`src/design/wrmi_pkg.sv`:
```
package wrmi_pkg;

   localparam int HALF_WINDOW_DEF = 30;
   localparam int MAX_SAMPLES_DEF = 4096;

   localparam int ADC_W    = 12;
   localparam int PED_W    = 16;
   localparam int THR_W    = 16;
   localparam int SAMPLE_W = 18;
   localparam int VALUE_W  = 32;
   localparam int SINCE_W  = 7;
   localparam int REACH_W  = 8;

   localparam int CSR_ADDR_W = 2;
   localparam int CSR_DATA_W = 32;

   localparam logic [CSR_ADDR_W-1:0] ROI_THRESHOLD_ADDR = 2'd0;
   localparam logic [THR_W-1:0]      ROI_THRESHOLD_RST  = 16'd144;
   localparam logic [SINCE_W-1:0]    SINCE_SAT          = 7'd127;

   typedef logic signed [SAMPLE_W-1:0] sample_type;

   // word handed from the emit stage to the accumulator
   typedef struct packed {
      sample_type value;
      logic       region;
      logic       induction;
      logic       last;
   } emit_word_type;

endpackage

```
`src/design/wrmi_cell.sv`:
```
module wrmi_cell (
   input  logic                 clock,
   input  logic                 shift,
   input  logic                 load,
   input  wrmi_pkg::sample_type load_data,
   input  wrmi_pkg::sample_type next_data,
   output wrmi_pkg::sample_type data
);
   import wrmi_pkg::*;

   sample_type data_ff;
   sample_type data_in;

   always_comb begin
      data_in = data_ff;
      if (load) begin
         data_in = load_data;
      end else if (shift) begin
         data_in = next_data;
      end
   end

   always_ff @(posedge clock) begin
      data_ff <= data_in;
   end

   assign data = data_ff;

endmodule

```
`src/design/wrmi_accum.sv`:
```
module wrmi_accum (
   input  logic                            clock,
   input  logic                            reset,
   input  logic                            word_valid,
   input  wrmi_pkg::emit_word_type         word,
   input  logic                            rsp_stall,
   output logic                            out_ready,
   output logic                            rsp_valid,
   output logic signed [wrmi_pkg::VALUE_W-1:0] rsp_wire_value,
   output logic                            rsp_last_result
);
   import wrmi_pkg::*;

   logic signed [VALUE_W-1:0] sum_ff;
   logic signed [VALUE_W-1:0] sum_in;
   logic                      valid_ff;
   logic                      valid_in;
   logic signed [VALUE_W-1:0] value_ff;
   logic signed [VALUE_W-1:0] value_in;
   logic                      last_ff;
   logic                      last_in;

   logic                      load;
   logic signed [VALUE_W:0]   wide_sum;
   logic signed [VALUE_W-1:0] sat_sum;
   logic signed [VALUE_W-1:0] upd_sum;
   logic signed [VALUE_W-1:0] ext_value;

   assign out_ready = !valid_ff || !rsp_stall;
   assign load      = word_valid && out_ready;

   always_comb begin
      ext_value = VALUE_W'(word.value);
      wide_sum  = {sum_ff[VALUE_W-1], sum_ff} + {{(VALUE_W-SAMPLE_W+1){word.value[SAMPLE_W-1]}},
                                                 word.value};
      if (wide_sum[VALUE_W] != wide_sum[VALUE_W-1]) begin
         sat_sum = wide_sum[VALUE_W] ? {1'b1, {(VALUE_W-1){1'b0}}}
                                     : {1'b0, {(VALUE_W-1){1'b1}}};
      end else begin
         sat_sum = wide_sum[VALUE_W-1:0];
      end
      upd_sum = word.region ? sat_sum : sum_ff;

      sum_in   = sum_ff;
      value_in = value_ff;
      last_in  = last_ff;
      valid_in = valid_ff && rsp_stall;
      if (load) begin
         valid_in = 1'b1;
         last_in  = word.last;
         sum_in   = word.last ? '0 : upd_sum;
         if (word.induction) begin
            value_in = word.region ? upd_sum : '0;
         end else begin
            value_in = ext_value;
         end
      end
   end

   always_ff @(posedge clock) begin
      if (reset) begin
         valid_ff <= 1'b0;
         sum_ff   <= '0;
      end else begin
         valid_ff <= valid_in;
         sum_ff   <= sum_in;
      end
      value_ff <= value_in;
      last_ff  <= last_in;
   end

   assign rsp_valid       = valid_ff;
   assign rsp_wire_value  = value_ff;
   assign rsp_last_result = last_ff;

endmodule

```
`src/design/wire_roi_mask_integrator_core.sv`:
```
// Wire ROI mask and integrator. Takes one waveform sample per cycle unless
// stalled, subtracts the pedestal (4 fraction bits) and, on induction wires,
// outputs the running sum over a region of interest of HALF_WINDOW-1 samples
// either side of every sample above roi_threshold (zero outside it);
// collection wires pass the pedestal-subtracted sample. Samples wait in a row
// of HALF_WINDOW cells, so each result leaves HALF_WINDOW-1 samples after its
// input; a result word passes the emit and accumulator registers before rsp.
// Within a wire one sample is taken every cycle unless rsp_stall holds the
// emit stage. A wire's last sample releases up to HALF_WINDOW words one per
// cycle while the emit stage is free; req_stall stays high until all are out.
module wire_roi_mask_integrator_core #(
   parameter int HALF_WINDOW = wrmi_pkg::HALF_WINDOW_DEF,
   parameter int MAX_SAMPLES = wrmi_pkg::MAX_SAMPLES_DEF
) (
   input  logic                                 clock,
   input  logic                                 reset,
   input  logic                                 req_valid,
   output logic                                 req_stall,
   input  logic [wrmi_pkg::ADC_W-1:0]           req_adc_sample,
   input  logic [wrmi_pkg::PED_W-1:0]           req_pedestal,
   input  logic                                 req_is_induction,
   input  logic                                 req_last_sample,
   output logic                                 rsp_valid,
   input  logic                                 rsp_stall,
   output logic signed [wrmi_pkg::VALUE_W-1:0]  rsp_wire_value,
   output logic                                 rsp_last_result,
   input  logic                                 csr_psel,
   input  logic                                 csr_penable,
   input  logic                                 csr_pwrite,
   input  logic [wrmi_pkg::CSR_ADDR_W-1:0]      csr_paddr,
   input  logic [wrmi_pkg::CSR_DATA_W-1:0]      csr_pwdata,
   output logic [wrmi_pkg::CSR_DATA_W-1:0]      csr_prdata,
   output logic                                 csr_pready
);
   import wrmi_pkg::*;

   localparam int DELAY = HALF_WINDOW - 1;
   localparam int FW    = (HALF_WINDOW > 1) ? $clog2(HALF_WINDOW) : 1;
   localparam int EW    = $clog2(MAX_SAMPLES + 1);

   logic [THR_W-1:0]   thr_ff;
   logic [THR_W-1:0]   thr_in;
   logic [FW-1:0]      fill_ff;
   logic [FW-1:0]      fill_in;
   logic [FW-1:0]      remain_ff;
   logic [FW-1:0]      remain_in;
   logic               flush_ff;
   logic               flush_in;
   logic [SINCE_W-1:0] since_ff;
   logic [SINCE_W-1:0] since_in;
   logic [EW-1:0]      emitted_ff;
   logic [EW-1:0]      emitted_in;
   logic               ind_ff;
   logic               ind_in;
   logic               a_valid_ff;
   logic               a_valid_in;
   emit_word_type      a_word_ff;
   emit_word_type      a_word_in;

   sample_type         sample_s;
   sample_type         head;
   sample_type         cell_q [HALF_WINDOW];
   logic               hit;
   logic [SINCE_W-1:0] since_upd;
   logic [SINCE_W-1:0] since_sel;
   logic               out_ready;
   logic               a_ready;
   logic               accept;
   logic               full;
   logic               emit_acc;
   logic               emit_fl;
   logic               shift;
   logic               wr_en;
   logic [FW-1:0]      wr_idx;
   logic [FW-1:0]      behind;
   logic               last_sel;
   logic               region;
   logic               wire_end;
   logic               csr_wr;

   // configuration
   assign csr_pready = 1'b1;
   assign csr_wr     = csr_psel && csr_penable && csr_pwrite && csr_pready
                       && (csr_paddr == ROI_THRESHOLD_ADDR);
   assign thr_in     = csr_wr ? csr_pwdata[THR_W-1:0] : thr_ff;
   assign csr_prdata = (csr_paddr == ROI_THRESHOLD_ADDR) ? CSR_DATA_W'(thr_ff) : '0;

   // front end
   assign sample_s  = $signed({2'b00, req_adc_sample, 4'b0000}) - $signed({2'b00, req_pedestal});
   assign hit       = sample_s > $signed({2'b00, thr_ff});
   assign since_upd = hit ? '0 : ((since_ff == SINCE_SAT) ? since_ff : since_ff + 1'b1);

   assign a_ready   = !a_valid_ff || out_ready;
   assign req_stall = flush_ff || !a_ready;
   assign accept    = req_valid && !req_stall;
   assign full      = (fill_ff == FW'(DELAY));
   assign emit_acc  = accept && (req_last_sample || full);
   assign emit_fl   = flush_ff && a_ready;
   assign shift     = emit_acc || emit_fl;

   assign wr_en  = accept && !(emit_acc && (fill_ff == '0));
   assign wr_idx = emit_acc ? fill_ff - 1'b1 : fill_ff;

   // delay row
   for (genvar i = 0; i < HALF_WINDOW; i++) begin : g_cell
      sample_type next_data;
      if (i == HALF_WINDOW - 1) begin : g_end
         assign next_data = '0;
      end else begin : g_mid
         assign next_data = cell_q[i+1];
      end
      wrmi_cell u_cell (
         .clock     (clock),
         .shift     (shift),
         .load      (wr_en && (wr_idx == FW'(i))),
         .load_data (sample_s),
         .next_data (next_data),
         .data      (cell_q[i])
      );
   end

   // emit selection
   always_comb begin
      if (flush_ff) begin
         head      = cell_q[0];
         behind    = remain_ff - 1'b1;
         since_sel = since_ff;
         last_sel  = (remain_ff == FW'(1));
      end else begin
         head      = (fill_ff == '0) ? sample_s : cell_q[0];
         behind    = req_last_sample ? fill_ff : FW'(DELAY);
         since_sel = since_upd;
         last_sel  = req_last_sample && (fill_ff == '0);
      end
      region = (REACH_W'(since_sel) <= REACH_W'(behind) + REACH_W'(DELAY))
               && (emitted_ff < EW'(MAX_SAMPLES));
   end

   assign wire_end = shift && last_sel;

   always_comb begin
      fill_in    = fill_ff;
      remain_in  = remain_ff;
      flush_in   = flush_ff;
      since_in   = since_ff;
      emitted_in = emitted_ff;
      ind_in     = ind_ff;
      if (accept) begin
         since_in = since_upd;
         ind_in   = req_is_induction;
         if (req_last_sample) begin
            fill_in   = '0;
            remain_in = fill_ff;
            flush_in  = (fill_ff != '0);
         end else if (!full) begin
            fill_in = fill_ff + 1'b1;
         end
      end
      if (emit_fl) begin
         remain_in = remain_ff - 1'b1;
         if (remain_ff == FW'(1)) begin
            flush_in = 1'b0;
         end
      end
      if (shift && (emitted_ff < EW'(MAX_SAMPLES))) begin
         emitted_in = emitted_ff + 1'b1;
      end
      if (wire_end) begin
         since_in   = SINCE_SAT;
         emitted_in = '0;
      end

      a_valid_in = shift || (a_valid_ff && !out_ready);
      a_word_in  = a_word_ff;
      if (shift) begin
         a_word_in.value     = head;
         a_word_in.region    = region;
         a_word_in.induction = flush_ff ? ind_ff : req_is_induction;
         a_word_in.last      = last_sel;
      end
   end

   always_ff @(posedge clock) begin
      if (reset) begin
         thr_ff     <= ROI_THRESHOLD_RST;
         fill_ff    <= '0;
         remain_ff  <= '0;
         flush_ff   <= 1'b0;
         since_ff   <= SINCE_SAT;
         emitted_ff <= '0;
         ind_ff     <= 1'b0;
         a_valid_ff <= 1'b0;
      end else begin
         thr_ff     <= thr_in;
         fill_ff    <= fill_in;
         remain_ff  <= remain_in;
         flush_ff   <= flush_in;
         since_ff   <= since_in;
         emitted_ff <= emitted_in;
         ind_ff     <= ind_in;
         a_valid_ff <= a_valid_in;
      end
      a_word_ff <= a_word_in;
   end

   wrmi_accum u_accum (
      .clock           (clock),
      .reset           (reset),
      .word_valid      (a_valid_ff),
      .word            (a_word_ff),
      .rsp_stall       (rsp_stall),
      .out_ready       (out_ready),
      .rsp_valid       (rsp_valid),
      .rsp_wire_value  (rsp_wire_value),
      .rsp_last_result (rsp_last_result)
   );

endmodule

```
`config.mk`:
```
export PLATFORM = sky130hd
export DESIGN_NAME = wire_roi_mask_integrator_core
export DESIGN_NICKNAME = d
export VERILOG_FILES = /design/src/design/wrmi_pkg.sv /design/src/design/wrmi_cell.sv /design/src/design/wrmi_accum.sv /design/src/design/wire_roi_mask_integrator_core.sv
export SDC_FILE = /design/constraint.sdc
export NUM_CORES = 1
export LEC_CHECK = 0
export ABC_CLOCK_PERIOD_IN_PS = 15250
export BUFFER_PORTS_ARGS = -buffer_cell sky130_fd_sc_hd__buf_2
export CORE_MARGIN = 5
export CORE_UTILIZATION = 63
export CTS_CLUSTER_DIAMETER = 150
export DETAILED_ROUTE_END_ITERATION = 7
export GPL_TIMING_DRIVEN = 1
export PLACE_DENSITY = 0.81
export SETUP_SLACK_MARGIN = 0.05
export SYNTH_ARGS = -nofsm -noshare
export SYNTH_HDL_FRONTEND = slang
export SYNTH_SLANG_ARGS = --single-unit
```
`constraint.sdc`:
```
create_clock -name clock -period 15.25 [get_ports clock]
set_input_delay 2.2875 -clock clock [delete_from_list [all_inputs] [get_ports clock]]
set_output_delay 2.2875 -clock clock [all_outputs]
set_load 0.01 [all_outputs]
```
==> results of run 1 <==
## state kept, by name, indices dropped and copies added, names as in the netlist
| name | flops |
|---|---|
| u_accum.rsp_wire_value | 32 |
| since_ff | 7 |
| u_accum.rsp_valid | 1 |
| thr_ff | 16 |
| fill_ff | 5 |
| g_cell.u_cell.data | 510 |
| a_word_ff | 20 |
| a_valid_ff | 1 |
| remain_ff | 5 |
| u_accum.sum_ff | 32 |
| u_accum.rsp_last_result | 1 |
| flush_ff | 1 |
| emitted_ff | 13 |
| ind_ff | 1 |
## placed cells by master, fill, tap and decap left out, types with 15 or more instances in the layout
master	Yosys	layout
nor3_1	63	63
xor2_1	31	23
inv_1	79	79
conb_1	2	17
nor2_1	133	132
clkbuf_1	162	18
nand3_1	31	31
a221oi_1	29	29
xnor2_1	28	23
a21o_1	26	26
o21ai_0	407	398
mux2_2	151	151
clkbuf_16	0	67
dfxtp_1	82	82
buf_4	20	46
o22ai_1	16	16
edfxtp_1	563	563
ha_1	75	75
a21oi_1	124	123
buf_2	18	105
o21ai_1	7	15
nand2_1	462	462
## synthesized netlist by cell type (all sizes together) (16+ instances only)
cell type and instances:
nor3 63, a21oi 125, nand3 32, nand2 462, o21ai 414, a221oi 29
mux2 151, o22ai 16, xnor2 28, xor2 31, clkbuf 162, buf 39
a21o 26, inv 79, dfxtp 82, edfxtp 563, nor2 142, ha 75
## layout make-up
type,count,area (um2),share of cell area (%)
flip-flops and latches,645,18500,55.7
multi-input cells,1792,10800,32.5
clock buffers,89,1800,5.41
repair buffers,151,871,2.62
well taps,615,769,2.31
inverters,79,297,0.891
clock inverters,28,176,0.530
diodes,1,2.50,0.00752
## cell families (layout without fill, tap and decap cells)
| family | count (synthesis) | in the layout |
|---|---|---|
| compound gates | 696 | 696 |
| xor+xnor | 59 | 59 |
| fa+ha+maj | 76 | 76 |
| buf+inv | 280 | 347 |
| flops | 645 | 645 |
| mux | 153 | 153 |
| other cells | 2 | 18 |
| simple gates | 791 | 791 |
## through the flow
step                      utilization [%]  hold WS (ns)  cell area (um2)
after global routing                 69.8         0.477            33300
after CTS                            69.8         0.455            33300
after floorplan                         -         0.433            30400
after global placement               65.7         0.439            31300
final                                69.8         0.453            33300
after detailed placement             65.7         0.446            31300
## report_power, final
group | internal, mW | total (mW) | switching, mW
logic | 0.166 | 0.552 | 0.386
registers | 2.04 | 2.08 | 0.0402
clock network | 0.835 | 1.51 | 0.676
total | 3.04 | 4.15 | 1.10
## worst max-delay path, stage by stage
cell and delay, ns:
buf_2 0.10, ha_1 0.39, a41oi_1 0.38, o21bai_1 0.14
a2111oi_0 1.00, or3_1 0.38, nand3_1 0.10, a31o_2 0.26
xnor2_2 0.12, buf_4 0.32, inv_1 0.35, ha_1 0.40
and4_1 0.15, nand4_1 0.08, o21ai_0 0.08, a211oi_1 0.23
buf_4 0.22, a21o_1 0.15, nor2_1 0.05, a22o_1 0.21
ha_1 0.30, nor2b_1 0.13, o21ai_0 0.16, nand2b_1 0.09
a221o_1 0.31, a211oi_1 0.26
## per-layer routing
layer	global-route usage (%)	vias to the layer above	share of wire (%)
li1	-	9800	-
met1	34.7	10400	37
met2	47.1	1082	48
met3	6.18	255	9.3
met4	13.9	2	5.5
met5	0	-	0.014
## worst paths after layout
check | from | to | slack (ns) | cells after the start
worst max-delay path | req_adc_sample[0] | a_word_ff[2]$_DFFE_PP_ | 6.97 | 26
worst min-delay path | ind_ff$_SDFFE_PP0P_ | ind_ff$_SDFFE_PP0P_ | 0.45 | 2
worst max register to register | fill_ff[0]$_SDFFE_PP0P_ | g_cell[15].u_cell.data[15]$_DFFE_PP_ | 10.30 | 8
worst min register to register | ind_ff$_SDFFE_PP0P_ | ind_ff$_SDFFE_PP0P_ | 0.45 | 2
==> results.md, run 1 <==
* Yosys reg bits at ~650
* Compound-gate portion of the synthesized area at 13.2%
* Area Overhead vs Synth at 9.81%
* Xor/xnor share of the synthesized area at under 10%
* 1st-pass router iterations at 7
* Clk sink count at ~650
* Worst Path Required at between 15 and 20 ns
* Num CTS Buffers at 66
* Library cells used by synthesis at 74
* Initial antenna violation count at 4
* Post-Synth Adder-Cell Area at 3.16%
* Max Buffers Root-to-Sink at 3
* CP endpoint kind: flip-flop
* Port-buffer cells at approximately 110
* Power Density at approximately 120 nW/um2
* Avg Inst Size Synth at around 11 um2
* Min cycle time layout at 8.28 ns
* Die area at between 50000 and 60000 um2
* RSZ-0062 raised after global routing: no
* First-pass GRT wire length at between 100 and 150 mm
* Largest area contributor in the netlist: edfxtp_1
* Final TNS setup at 0 ns
* Largest family of logic cells by synthesized area: compound AO/OA/AOI/OAI gates
* Num rows at 80
* Final std cells w/o fill at 3400
* Grt ovf at 0
* Initial drt markers at 2628
* Post-CTS Resized at 0
* Drt total wl at 76.0 mm
* Placed Cells incl. Taps at between 3000 and 4000
* TritonCTS clock tree: done
* Share of cells above drive strength 1 at approximately 16%
* Critical path class: primary input to flip-flop
* GPL Wtd Cong at approximately 0.96
* H-Tree Depth at 3
* Hold/Removal Path Class: flip-flop to flip-flop
* Relative slew slack at between 10% and 20%
* NumNets Final at approximately 2900
* F_max at around 0.12 GHz
* Initial Util at 63.6%
* Final hold violation count at 0
* GRT Util Overall at approximately 28%
* Final worst slack at about 7 ns
* Finish-stage setup viols at 0
* Post-DRT Antenna Nets at 0
* Final worst clock skew at about 0.028 ns
* Top FF cell, synth: edfxtp_1
* Clk pin slew, worst setup/hold paths at approximately 0.06 ns
* Post-synthesis mux area share at under 10%
* Routed vias at roughly 22000
* Synthesized instance count at about 2700
* I/O pin count at 139
* Nature of the critical path startpoint: primary input
* Die extent in y at 229 um
* Measured slew at the worst slew-check pin at around 1.3 ns
* DRC Markers at 0
* Chip width at 229 um
* Critical path arrival at ~8.7 ns
* Sequential share of the synthesized area at between 60% and 70%
* Final period utilization at about 54%
* Yosys warns at 0
* Cts hold-fix bufs at 0
* Root buf cell: clkbuf_16
* Core area at 47600 um2
* Mapped cell area at approximately 30000 um2
* Vias in the first global route at roughly 21000
* Post-Synth Simple-Gate Area at between 10% and 20%
* Clk_lat worst skew at between 0.6 and 0.7 ns
* Max FO, Critical Path at 22
* Total power at slightly above 4 mW
* Max-cap violations at 0
* Cell leakage power at between 10 and 15 nW
* Top cells by area, synth: edfxtp_1 (56%), o21ai_0 (6.7%), nand2_1 (5.7%)
* Fill cells at roughly 3300
* Top-area cell type share of the netlist area at 55.8%
* Final Max Slew Viols at 0
* Post-CTS Setup Inserts at 0
* Place WS at roughly 6.6 ns
* VDD IR max at between 0.00015 and 0.0002 V
* Routed vias/inst at around 6.3
* Number of synthesized flops with an enable pin at ~560
* Async set-or-reset flop fraction in the synthesized netlist at 0%
* DP HPWL at 48.0 mm
* Status: complete, no violations
* Wire length per cell at roughly 22 um
* Largest net degree at the start of global routing at between 60 and 70
Note: power is estimated with default switching activity, not from simulation.
==> inputs of run 2 (changes only) <==
--- a/config.mk
+++ b/config.mk
@@ -5,14 +5,14 @@
 export SDC_FILE = /design/constraint.sdc
 export NUM_CORES = 1
 export LEC_CHECK = 0
-export ABC_CLOCK_PERIOD_IN_PS = 15250
+export ABC_CLOCK_PERIOD_IN_PS = 8150
 export BUFFER_PORTS_ARGS = -buffer_cell sky130_fd_sc_hd__buf_2
 export CORE_MARGIN = 5
-export CORE_UTILIZATION = 63
+export CORE_UTILIZATION = 62
 export CTS_CLUSTER_DIAMETER = 150
 export DETAILED_ROUTE_END_ITERATION = 7
 export GPL_TIMING_DRIVEN = 1
-export PLACE_DENSITY = 0.81
+export PLACE_DENSITY = 0.8
 export SETUP_SLACK_MARGIN = 0.05
 export SYNTH_ARGS = -nofsm -noshare
 export SYNTH_HDL_FRONTEND = slang
==> constraint.sdc (replaced) <==
create_clock -name clock -period 8.15 [get_ports clock]
set_input_delay 1.2225 -clock clock [delete_from_list [all_inputs] [get_ports clock]]
set_output_delay 1.2225 -clock clock [all_outputs]
set_load 0.01 [all_outputs]
==> results.md, run 2 (synthesized netlist as in run 1, its figures left out) <==
* Status: complete, no violations
* Clk_lat worst skew at around 0.62 ns
* Max FO, Critical Path at 12
* Routed vias/inst at about 6.3
* Num rows at 81
* Commonest non-fill, non-tap cell in the layout: edfxtp_1
* Hold/Removal Path Class: flip-flop to flip-flop
* TritonCTS clock tree: done
* Final Max Slew Viols at 0
* Critical path arrival at 7.10 ns
* Vias in the first global route at about 20000
* Power Density at 240 nW/um2
* Post-CTS Setup Inserts at 0
* DP HPWL at between 40 and 50 mm
* Drt total wl at 74.9 mm
* Die area at between 50000 and 60000 um2
* RSZ-0062 raised after global routing: no
* Post-DRT Antenna Nets at 0
* Relative slew slack at between 20% and 30%
* 1st-pass router iterations at 8
* I/O pin count at ~140
* Area Overhead vs Synth at 10.6%
* Hold depth at 2
* VDD IR max at approximately 0.00025 V
* Initial drt markers at 2500
* Worst Path Required at between 8 and 9 ns
* Antenna cells at 0
* Finish-stage setup viols at 0
* Final period utilization at about four fifths
* Clk pin slew, worst setup/hold paths at 0.06 ns
* Max Buffers Root-to-Sink at 3
* Measured slew at the worst slew-check pin at about 1.1 ns
* Cts hold-fix bufs at 0
* Final TNS setup at 0 ns
* Min cycle time layout at about 6.7 ns
* Max-cap violations at 0
* Nature of the critical path startpoint: primary input
* Post-CTS Resized at 0
* Largest net degree at the start of global routing at between 60 and 70
* Num CTS Buffers at 66
* Most frequent cells in the layout: edfxtp_1 (563), nand2_1 (462), o21ai_0 (398)
* GRT Util Overall at roughly 28%
* NumNets Final at approximately 2900
* GPL Wtd Cong at approximately 0.93
* Critical path class: primary input to flip-flop
* R2R Setup Slk at 3.26 ns
* Routed vias at 21300
* Wire length per cell at around 22 um
* Max FFs per register at around 500
* Initial antenna violation count at 0
* CP endpoint kind: flip-flop
* Port-buffer cells at between 100 and 150
* Hold Startpoint: u_accum.sum_ff[31]$_SDFFE_PP0P_
* Worst r2r src: fill_ff[0]$_SDFFE_PP0P_
* Grt ovf at 0
* Final worst slack at 1.48 ns
* Place WS at between 1 and 1.5 ns
* Fill cells at between 3000 and 4000
* H-Tree Depth at 3
* Initial Util at 62.3%
* Chip width at ~230 um
* First-pass GRT wire length at roughly 120 mm
* Total power at 8.04 mW
* DRC Markers at 0
* Core area at approximately 49000 um2
* Clk sink count at between 600 and 700
* Root buf cell: clkbuf_16
* Die extent in y at about 230 um
* Cell leakage power at approximately 13 nW
* Share of cells above drive strength 1 at between 10% and 20%
* F_max at ~0.15 GHz
* Worst r2r path cells at 8
* Final hold violation count at 0
* Final worst clock skew at 0.0292 ns
* CP startpoint: req_pedestal[0]
==> run 2: where the power goes <==
part	leakage [nW]	internal (mW)	switching, mW
logic	5.76	0.306	0.715
clock network	1.09	1.83	1.29
registers	5.97	3.82	0.0757
==> run 2: metal layers <==
metal | track usage [%] | vias up | part of all wire [%]
met4 | 11.3 | 0 | 4.1
met5 | 0 | - | 0
met3 | 4.47 | 167 | 9.8
met1 | 38.8 | 10200 | 39
li1 | - | 9813 | -
met2 | 44.3 | 1134 | 47
==> run 2: final timing paths <==
kind	endpoint
min	u_accum.sum_ff[31]$_SDFFE_PP0P_
min reg2reg	u_accum.sum_ff[31]$_SDFFE_PP0P_
max reg2reg	g_cell[2].u_cell.data[16]$_DFFE_PP_
max	a_word_ff[2]$_DFFE_PP_
==> run 2: stage by stage <==
step           instances  hold slack, ns  cell area, um2  utilization (%)
2_1_floorplan       2717           0.433           30400                -
3_3_place_gp        3287           0.442           31300             64.3
3_5_place_dp        3287           0.449           31300             64.3
4_1_cts             3407           0.457           33500             68.9
5_1_grt             3407           0.475           33500             68.9
6_report            3407           0.457           33500             68.9
==> run 2: final cells by class <==
| class | count | area [um2] | share of cell area [%] |
|---|---|---|---|
| Tap cell | 622 | 778 | 2.32 |
| Sequential cell | 645 | 18500 | 55.3 |
| Timing Repair Buffer | 149 | 856 | 2.55 |
| Clock buffer | 88 | 1850 | 5.51 |
| Inverter | 79 | 297 | 0.885 |
| Multi-Input combinational cell | 1792 | 10800 | 32.2 |
| Clock inverter | 32 | 382 | 1.14 |
==> run 2: critical path: stages <==
cell	delay (ns)
buf_2	0.35
inv_1	0.18
a41oi_1	0.39
o21bai_1	0.14
a2111oi_0	0.55
buf_4	0.24
or3_1	0.15
nand2_1	0.06
a21o_1	0.16
inv_1	0.52
ha_1	0.37
and4_1	0.19
nand3_1	0.10
nor2_1	0.07
a2111oi_0	0.45
a211oi_1	0.15
buf_4	0.22
a21o_1	0.21
nor2_1	0.09
a22o_1	0.15
ha_1	0.24
nor2b_1	0.13
o21ai_0	0.15
nand2b_1	0.08
a221o_1	0.29
a211oi_1	0.24
